### config.mk
export PLATFORM = sky130hd
export DESIGN_NAME = rc4_stream_cipher
export DESIGN_NICKNAME = d
export VERILOG_FILES = /design/src/rtl/rc4_pkg.sv /design/src/rtl/rc4_stream_cipher.sv /design/src/rtl/rc4_ram.sv /design/src/rtl/rc4_engine.sv
export SDC_FILE = /design/constraint.sdc
export NUM_CORES = 2
export LEC_CHECK = 0
export BUFFER_PORTS_ARGS = -buffer_cell sky130_fd_sc_hd__buf_2
export CORE_ASPECT_RATIO = 1.2
export CORE_MARGIN = 5
export CORE_UTILIZATION = 35
export DETAILED_ROUTE_END_ITERATION = 16
export GPL_ROUTABILITY_DRIVEN = 0
export PLACE_DENSITY = 0.5
export SLEW_MARGIN = 25
export SYNTH_ARGS = -nofsm -noshare
export SYNTH_HDL_FRONTEND = slang
export SYNTH_SLANG_ARGS = --single-unit
### constraint.sdc
create_clock -name clock -period 7.6 [get_ports clock]
set_input_delay 1.52 -clock clock [delete_from_list [all_inputs] [get_ports clock]]
set_output_delay 1.52 -clock clock [all_outputs]
set_load 0.02 [all_outputs]
### src/rtl/rc4_pkg.sv
// ----------------------------------------------------------------------------
// RC4 package
// Shared types and constants for the RC4 stream cipher block.
// ----------------------------------------------------------------------------
package rc4_pkg;

   localparam int BYTE_W      = 8;
   localparam int SBOX_DEPTH  = 256;
   localparam int SBOX_ADDR_W = 8;
   localparam int KEY_WORDS   = 4;
   localparam int WORD_W      = 32;
   localparam int KEY_MAX     = 16;
   localparam int KEY_IDX_W   = 4;
   localparam int CSR_IDX_W   = 8;

   localparam logic [SBOX_ADDR_W-1:0] SBOX_LAST = SBOX_ADDR_W'(SBOX_DEPTH - 1);

   localparam logic [CSR_IDX_W-1:0] CSR_KEY_WORD_0 = 8'd0;
   localparam logic [CSR_IDX_W-1:0] CSR_KEY_WORD_1 = 8'd1;
   localparam logic [CSR_IDX_W-1:0] CSR_KEY_WORD_2 = 8'd2;
   localparam logic [CSR_IDX_W-1:0] CSR_KEY_WORD_3 = 8'd3;

   typedef logic [KEY_MAX-1:0][BYTE_W-1:0]  key_type;
   typedef logic [KEY_WORDS-1:0][WORD_W-1:0] key_words_type;

   typedef struct packed {
      logic              valid;
      logic [BYTE_W-1:0] data;
   } result_type;

   typedef enum logic [3:0] {
      ST_IDLE,
      ST_FILL,
      ST_KS_RD_I,
      ST_KS_RD_J,
      ST_KS_WR_I,
      ST_KS_WR_J,
      ST_RD_I,
      ST_RD_J,
      ST_WR_I,
      ST_WR_J,
      ST_RD_K,
      ST_OUT
   } state_type;

endpackage

### src/rtl/rc4_stream_cipher.sv
// An accepted data beat reads S[i] and S[j], writes the swap back and reads S[k], five
// accesses to the single-port S-box RAM; no new beat is taken until its result is in the output register.
// A restart beat, or the first beat after reset, first runs the key schedule
// (a fill of all 256 entries, 4 RAM accesses for each of 256 swap steps, one first-entry read).
// Reset clears the key registers, both indices and the keyed flag; the S-box is
// rebuilt by the schedule and is never read before that.
// ----------------------------------------------------------------------------
// RC4 stream cipher
// XORs each data byte with the next RC4 keystream byte; keys from four CSR words.
// ----------------------------------------------------------------------------
module rc4_stream_cipher #(
   parameter int KEY_BYTES = 16
) (
   input  logic                          clock,
   input  logic                          reset,
   input  logic                          req_tvalid,
   output logic                          req_tready,
   input  logic [7:0]                    req_tdata,   // [7:0] data_in
   input  logic [0:0]                    req_tuser,   // [0] restart
   output logic                          rsp_tvalid,
   input  logic                          rsp_tready,
   output logic [7:0]                    rsp_tdata,   // [7:0] data_out
   input  logic                          csr_valid,
   output logic                          csr_ready,
   input  logic [rc4_pkg::CSR_IDX_W-1:0] csr_index,
   input  logic [rc4_pkg::WORD_W-1:0]    csr_data
);

   import rc4_pkg::*;

   key_words_type     key_word_ff, key_word_in;
   key_type           key;
   result_type        res;
   logic              out_ready;
   logic              rsp_valid_ff, rsp_valid_in;
   logic [BYTE_W-1:0] rsp_data_ff, rsp_data_in;

   assign csr_ready = 1'b1;
   assign key       = key_type'(key_word_ff);

   always_comb begin
      key_word_in = key_word_ff;
      if (csr_valid) begin
         unique case (csr_index)
            CSR_KEY_WORD_0: key_word_in[0] = csr_data;
            CSR_KEY_WORD_1: key_word_in[1] = csr_data;
            CSR_KEY_WORD_2: key_word_in[2] = csr_data;
            CSR_KEY_WORD_3: key_word_in[3] = csr_data;
            default:        key_word_in    = key_word_ff;
         endcase
      end
   end

   assign out_ready = !rsp_valid_ff || rsp_tready;

   rc4_engine #(
      .KEY_BYTES (KEY_BYTES)
   ) u_engine (
      .clock       (clock),
      .reset       (reset),
      .req_valid   (req_tvalid),
      .req_ready   (req_tready),
      .req_data    (req_tdata),
      .req_restart (req_tuser[0]),
      .key         (key),
      .out_ready   (out_ready),
      .res         (res)
   );

   always_comb begin
      rsp_valid_in = rsp_valid_ff && !rsp_tready;
      rsp_data_in  = rsp_data_ff;
      if (res.valid) begin
         rsp_valid_in = 1'b1;
         rsp_data_in  = res.data;
      end
   end

   always_ff @(posedge clock) begin
      if (reset) begin
         key_word_ff  <= '0;
         rsp_valid_ff <= 1'b0;
      end else begin
         key_word_ff  <= key_word_in;
         rsp_valid_ff <= rsp_valid_in;
      end
   end

   always_ff @(posedge clock) begin
      rsp_data_ff <= rsp_data_in;
   end

   assign rsp_tvalid = rsp_valid_ff;
   assign rsp_tdata  = rsp_data_ff;

endmodule

### src/rtl/rc4_ram.sv
// ----------------------------------------------------------------------------
// RC4 RAM
// Generic single-port synchronous RAM with a registered read port.
// ----------------------------------------------------------------------------
module rc4_ram #(
   parameter int WIDTH = 8,
   parameter int DEPTH = 256
) (
   input  logic                     clock,
   input  logic                     en,
   input  logic                     we,
   input  logic [$clog2(DEPTH)-1:0] addr,
   input  logic [WIDTH-1:0]         wdata,
   output logic [WIDTH-1:0]         rdata
);

   logic [WIDTH-1:0] mem_ff [DEPTH];
   logic [WIDTH-1:0] rdata_ff;

   always_ff @(posedge clock) begin
      if (en) begin
         if (we) begin
            mem_ff[addr] <= wdata;
         end else begin
            rdata_ff <= mem_ff[addr];
         end
      end
   end

   assign rdata = rdata_ff;

endmodule

### src/rtl/rc4_engine.sv
// ----------------------------------------------------------------------------
// RC4 engine
// Key schedule and keystream sequencer around the single-port S-box RAM.
// ----------------------------------------------------------------------------
module rc4_engine #(
   parameter int KEY_BYTES = 16
) (
   input  logic                 clock,
   input  logic                 reset,
   input  logic                 req_valid,
   output logic                 req_ready,
   input  logic [7:0]           req_data,
   input  logic                 req_restart,
   input  rc4_pkg::key_type     key,
   input  logic                 out_ready,
   output rc4_pkg::result_type  res
);

   import rc4_pkg::*;

   localparam logic [KEY_IDX_W-1:0] KEY_LAST = KEY_IDX_W'(KEY_BYTES - 1);

   state_type state_ff, state_in;

   logic [SBOX_ADDR_W-1:0] i_ff, i_in;
   logic [SBOX_ADDR_W-1:0] j_ff, j_in;
   logic [SBOX_ADDR_W-1:0] n_ff, n_in;
   logic [SBOX_ADDR_W-1:0] k_ff, k_in;
   logic [KEY_IDX_W-1:0]   kidx_ff, kidx_in;
   logic [BYTE_W-1:0]      si_ff, si_in;
   logic [BYTE_W-1:0]      data_ff, data_in;
   logic                   keyed_ff, keyed_in;

   logic                   ram_en;
   logic                   ram_we;
   logic [SBOX_ADDR_W-1:0] ram_addr;
   logic [BYTE_W-1:0]      ram_wdata;
   logic [BYTE_W-1:0]      ram_rdata;

   logic [SBOX_ADDR_W-1:0] j_sched;
   logic [SBOX_ADDR_W-1:0] j_prga;
   logic [SBOX_ADDR_W-1:0] i_next;

   assign j_sched = j_ff + ram_rdata + key[kidx_ff];
   assign j_prga  = j_ff + ram_rdata;
   assign i_next  = i_ff + 8'd1;

   rc4_ram #(
      .WIDTH (BYTE_W),
      .DEPTH (SBOX_DEPTH)
   ) u_sbox (
      .clock (clock),
      .en    (ram_en),
      .we    (ram_we),
      .addr  (ram_addr),
      .wdata (ram_wdata),
      .rdata (ram_rdata)
   );

   always_comb begin
      state_in = state_ff;
      unique case (state_ff)
         ST_IDLE: begin
            if (req_valid) begin
               state_in = (req_restart || !keyed_ff) ? ST_FILL : ST_RD_J;
            end
         end
         ST_FILL:    state_in = (n_ff == SBOX_LAST) ? ST_KS_RD_I : ST_FILL;
         ST_KS_RD_I: state_in = ST_KS_RD_J;
         ST_KS_RD_J: state_in = ST_KS_WR_I;
         ST_KS_WR_I: state_in = ST_KS_WR_J;
         ST_KS_WR_J: state_in = (n_ff == SBOX_LAST) ? ST_RD_I : ST_KS_RD_I;
         ST_RD_I:    state_in = ST_RD_J;
         ST_RD_J:    state_in = ST_WR_I;
         ST_WR_I:    state_in = ST_WR_J;
         ST_WR_J:    state_in = ST_RD_K;
         ST_RD_K:    state_in = ST_OUT;
         ST_OUT:     state_in = out_ready ? ST_IDLE : ST_OUT;
         default:    state_in = ST_IDLE;
      endcase
   end

   always_comb begin
      req_ready  = 1'b0;
      res.valid  = 1'b0;
      res.data   = ram_rdata ^ data_ff;
      ram_en     = 1'b0;
      ram_we     = 1'b0;
      ram_addr   = i_ff;
      ram_wdata  = si_ff;
      i_in       = i_ff;
      j_in       = j_ff;
      n_in       = n_ff;
      k_in       = k_ff;
      kidx_in    = kidx_ff;
      si_in      = si_ff;
      data_in    = data_ff;
      keyed_in   = keyed_ff;
      unique case (state_ff)
         ST_IDLE: begin
            req_ready = 1'b1;
            if (req_valid) begin
               data_in = req_data;
               if (req_restart || !keyed_ff) begin
                  n_in = '0;
               end else begin
                  ram_en   = 1'b1;
                  ram_addr = i_next;
                  i_in     = i_next;
               end
            end
         end
         ST_FILL: begin
            ram_en    = 1'b1;
            ram_we    = 1'b1;
            ram_addr  = n_ff;
            ram_wdata = n_ff;
            n_in      = n_ff + 8'd1;
            j_in      = '0;
            kidx_in   = '0;
         end
         ST_KS_RD_I: begin
            ram_en   = 1'b1;
            ram_addr = n_ff;
         end
         ST_KS_RD_J: begin
            si_in    = ram_rdata;
            j_in     = j_sched;
            ram_en   = 1'b1;
            ram_addr = j_sched;
         end
         ST_KS_WR_I: begin
            ram_en    = 1'b1;
            ram_we    = 1'b1;
            ram_addr  = n_ff;
            ram_wdata = ram_rdata;
         end
         ST_KS_WR_J: begin
            ram_en    = 1'b1;
            ram_we    = 1'b1;
            ram_addr  = j_ff;
            ram_wdata = si_ff;
            n_in      = n_ff + 8'd1;
            kidx_in   = (kidx_ff == KEY_LAST) ? '0 : kidx_ff + 4'd1;
            if (n_ff == SBOX_LAST) begin
               i_in     = '0;
               j_in     = '0;
               keyed_in = 1'b1;
            end
         end
         ST_RD_I: begin
            ram_en   = 1'b1;
            ram_addr = i_next;
            i_in     = i_next;
         end
         ST_RD_J: begin
            si_in    = ram_rdata;
            j_in     = j_prga;
            ram_en   = 1'b1;
            ram_addr = j_prga;
         end
         ST_WR_I: begin
            ram_en    = 1'b1;
            ram_we    = 1'b1;
            ram_addr  = i_ff;
            ram_wdata = ram_rdata;
            k_in      = si_ff + ram_rdata;
         end
         ST_WR_J: begin
            ram_en    = 1'b1;
            ram_we    = 1'b1;
            ram_addr  = j_ff;
            ram_wdata = si_ff;
         end
         ST_RD_K: begin
            ram_en   = 1'b1;
            ram_addr = k_ff;
         end
         ST_OUT: begin
            res.valid = out_ready;
         end
         default: begin
            req_ready = 1'b0;
         end
      endcase
   end

   always_ff @(posedge clock) begin
      if (reset) begin
         state_ff <= ST_IDLE;
         i_ff     <= '0;
         j_ff     <= '0;
         keyed_ff <= 1'b0;
      end else begin
         state_ff <= state_in;
         i_ff     <= i_in;
         j_ff     <= j_in;
         keyed_ff <= keyed_in;
      end
   end

   always_ff @(posedge clock) begin
      n_ff    <= n_in;
      k_ff    <= k_in;
      kidx_ff <= kidx_in;
      si_ff   <= si_in;
      data_ff <= data_in;
   end

   a_keyed_sticky: assert property (@(posedge clock) disable iff (reset)
      !$fell(keyed_ff))
      else $error("keyed flag dropped after a key schedule");

   a_prga_starts_clear: assert property (@(posedge clock) disable iff (reset)
      (state_ff == ST_RD_I) |-> (i_ff == '0 && j_ff == '0))
      else $error("indices not cleared at end of key schedule");

   a_no_early_result: assert property (@(posedge clock) disable iff (reset)
      (req_valid && req_ready) |=> !res.valid)
      else $error("result produced right after accepting a beat");

   a_result_only_when_free: assert property (@(posedge clock) disable iff (reset)
      res.valid |-> (out_ready && state_ff == ST_OUT))
      else $error("result issued while output register is busy");

endmodule
==> flow_summary.yaml <==
worst_hold_path:
  min-delay-start: "key[21]"
  holdPathEnd: "key[21]"
  hp-class: "flop to flop"
  whs_path_depth: 2
cells_and_area:
  layout_common_cells: "2100 x edfxtp_1, 1395 x nand2_1, 499 x mux2i_1, 305 x nor2_1, 230 x clkbuf_16"
  nFillCells: 24034
  area_growth_pct: 13.3
  nets: 6611
  largest_register_ffs: 2048
  regArea_mm2: 0.0661
  multi_input_area_mm2: 0.0227
  drive_gt1_frac: 0.106
  instances_no_fill: 10132
  top_register: "u_engine.u_sbox.mem_ff"
  layout_commonest_cell: "edfxtp_1"
route:
  drt-total-wl_mm: 266
  final_antenna_net_count: 0
  vias: 54402
  dr.pass1.iters: 8
  drcViolationCount: 0
  wl_per_cell_um: 26.3
  drtIter0Drc: 4868
  avgViaCountPerCell: 5.37
clock_network:
  clk_latency_ns: 0.88
  clk_pin_slew_ns: 0.06
  cts_root_buffer: "clkbuf_16"
  cts_buffer_depth: 4
  cts_made_buffers: 226
  cts_htree_levels: 4
  ctsResizeCount: 0
  cts_tree: "built"
  cts_setup_buffers: 0
  cts_sinks: 2250
  cts_hold_buf: 0
timing:
  fmax_mhz: 143
  tns_ns: 0
  fin_skew_ns: 0.0557
  relSlewSlack: 0.257
  finalSetupViolCount: 0
  timing.final.max_slew_violations: 0
  setup_slack_ns: 0.598
  fin_crit_sh: 0.921
  rsz0062_at_grt: "false"
  hold_viol_final: 0
  tightest_slew_ns: 1.11
  post-route-min-period_ns: 7.00
grt:
  first_global_vias: 53822
  grt_pass1_wl_mm: 384
  grt_usage: 0.191
  grt_overflow: 0
  grt_antenna_before_repair: 7
  grt_max_degree: 155
critical_path:
  arrival_ns: 7.57
  crit_required_ns: 8.17
  start_kind: "flop"
  crit_start: "u_engine.kidx_ff[0]"
  r2r_end: "u_engine.u_sbox.rdata[4]"
  rrSetupSlack_ns: 0.60
  critPathMaxStageDelay_ns: 0.84
  path_cells: "buf_12 > mux4_2 > mux4_2 > ha_1 > xnor2_1 > a22oi_1 > o31ai_1 > or3_1 > and3_4 > nand2_2 > buf_4 > o22ai_1 > nor4_1 > o22ai_1 > o21bai_1 > nand4_1"
  cpLargestDelayFamily: "simple AND/OR/NAND/NOR gates"
  crit_path_top_delay_cell: "edfxtp_1"
  r2r-start: "u_engine.kidx_ff[0]"
  worst_setup_path_end_kind: "flop"
  reg2reg_depth: 16
  critical_path_class: "flop to flop"
  path_buf_inv: 2
  path_max_fanout: 47
placed_design:
  dp_hpwl_mm: 159
  preCtsSetupSlack_ns: 0.602
  io_buffers: 63
  dp.cells: 9716
synth:
  avgSynthCellArea_um2: 14.1
  syn_inst: 6457
  synth_edf_count: 2100
  synth.cell_area_mm2: 0.0908
  ys.warnings.count: 0
  ys.flop_type: "edfxtp_1"
  async_flop_share: 0
  synth_nets: 6538
  ys_ff_latch: 2250
  seq_area_frac_synth: 0.727
  yosysUniqueCellTypes: 91
power_and_ir_drop:
  pwr-share-seq: 0.489
  p_per_area_mw_per_mm2: 278
  clkPwrFrac: 0.397
  ir_drop_v: 0.000176
  p_sw_mw: 7.19
  p_leak_nw: 36.0
  combPwrFrac: 0.114
  internal_power_mw: 21.4
  sw_frac_of_total: 0.252
floorplanning:
  dieArea_mm2: 0.270
  coreArea_mm2: 0.259
  die_height_um: 568
  ios: 65
  die_w_um: 475
  start_util: 0.351
  num_rows: 205
run:
  max-cap-violations: 0
run_status:
  status: "completed"
[power by group through the flow]
stage	Combinational [mW]	Sequential [mW]	Clock [mW]
global route	3.44	14.0	12.1
CTS	3.29	14.0	11.6
finish	3.26	14.0	11.4
detailed placement	3.29	14.2	0
global placement	3.27	14.2	0
floorplan	1.88	14.4	0
[cells in the mapped netlist, types with 6 or more instances]
master	count	area share
a31oi_1	96	0.0066
a311oi_1	26	0.0025
nand2_1	1416	0.059
mux2i_1	499	0.055
nor2b_1	7	0.00048
a32o_1	76	0.0084
a221oi_1	8	0.00077
and2_1	9	0.00062
buf_2	164	0.0090
a211oi_1	80	0.0066
o32ai_1	17	0.0016
clkbuf_1	172	0.0071
o21ai_0	30	0.0017
mux4_2	39	0.0097
nor4_1	54	0.0037
or4_1	17	0.0014
nand2b_1	19	0.0013
nand4_1	22	0.0015
or3_1	9	0.00062
o21bai_1	14	0.0012
buf_6	16	0.0020
a21o_1	23	0.0019
buf_4	63	0.0052
buf_1	12	0.00050
a2bb2oi_1	9	0.00087
dfxtp_1	150	0.033
nor3_1	24	0.0013
xnor2_1	19	0.0018
edfxtp_1	2100	0.69
o22ai_1	171	0.012
a21oi_1	219	0.012
nand3_1	218	0.012
xor2_1	16	0.0015
a22oi_1	11	0.00091
nor2_1	306	0.013
and3_1	102	0.0070
inv_1	15	0.00062
nor3b_1	6	0.00050
ha_1	24	0.0033
a32oi_1	84	0.0081
[worst max path at each step]
stage	endpoint	slack (ns)	depth (start not counted)
after global placement	u_engine.u_sbox.rdata[4]	0.56	16
after global routing	u_engine.u_sbox.rdata[3]	0.41	16
after floorplan	u_engine.u_sbox.mem_ff[0][0]	2.00	9
final	u_engine.u_sbox.rdata[4]	0.60	16
after detailed placement	u_engine.u_sbox.rdata[4]	0.60	16
after CTS	u_engine.u_sbox.rdata[4]	0.59	16
[final cells by class]
cell class,count,share of cell area
Sequential cell,2250,0.642
Clock buffer,273,0.0575
Clock inverter,139,0.0147
Tap cell,3415,0.0415
Timing Repair Buffer,274,0.0230
Multi-Input combinational cell,3760,0.221
Inverter,18,0.000656
Antenna cell,3,0.0000729
[stage by stage]
step	power (mW)	hold slack, ns	area [um2]	util
finish	28.6	0.453	103000	0.397
global route	29.5	0.467	103000	0.397
detailed placement	17.5	0.445	95500	0.368
floorplan	16.2	0.424	90800	-
CTS	28.9	0.454	103000	0.397
global placement	17.5	0.438	95400	0.368
[logic make-up after synthesis]
group | Yosys count | synth area share
buffers and inverters | 447 | 0.0247
other | 1 | 0.0000413
multiplexers | 539 | 0.0648
AO/OA/AOI/OAI | 911 | 0.0701
flip-flops | 2250 | 0.727
XOR/XNOR | 36 | 0.00355
AND/OR/NAND/NOR | 2246 | 0.106
adder cells (fa/ha/maj) | 27 | 0.00397
[metal layers]
metal,vias to the layer above,track usage,share of wire
met5,-,0,0.000045
met1,27828,0.252,0.42
met2,1613,0.325,0.49
li1,24521,-,-
met3,438,0.0251,0.048
met4,2,0.0680,0.038
[worst min-delay path: cells and delay by family, from the launching register on]
kind	cells	cell delay [ns]
compound gates	1	0.05
flops	1	0.31
simple gates	1	0.05
No activity file was read; power rests on OpenSTA's default activity.
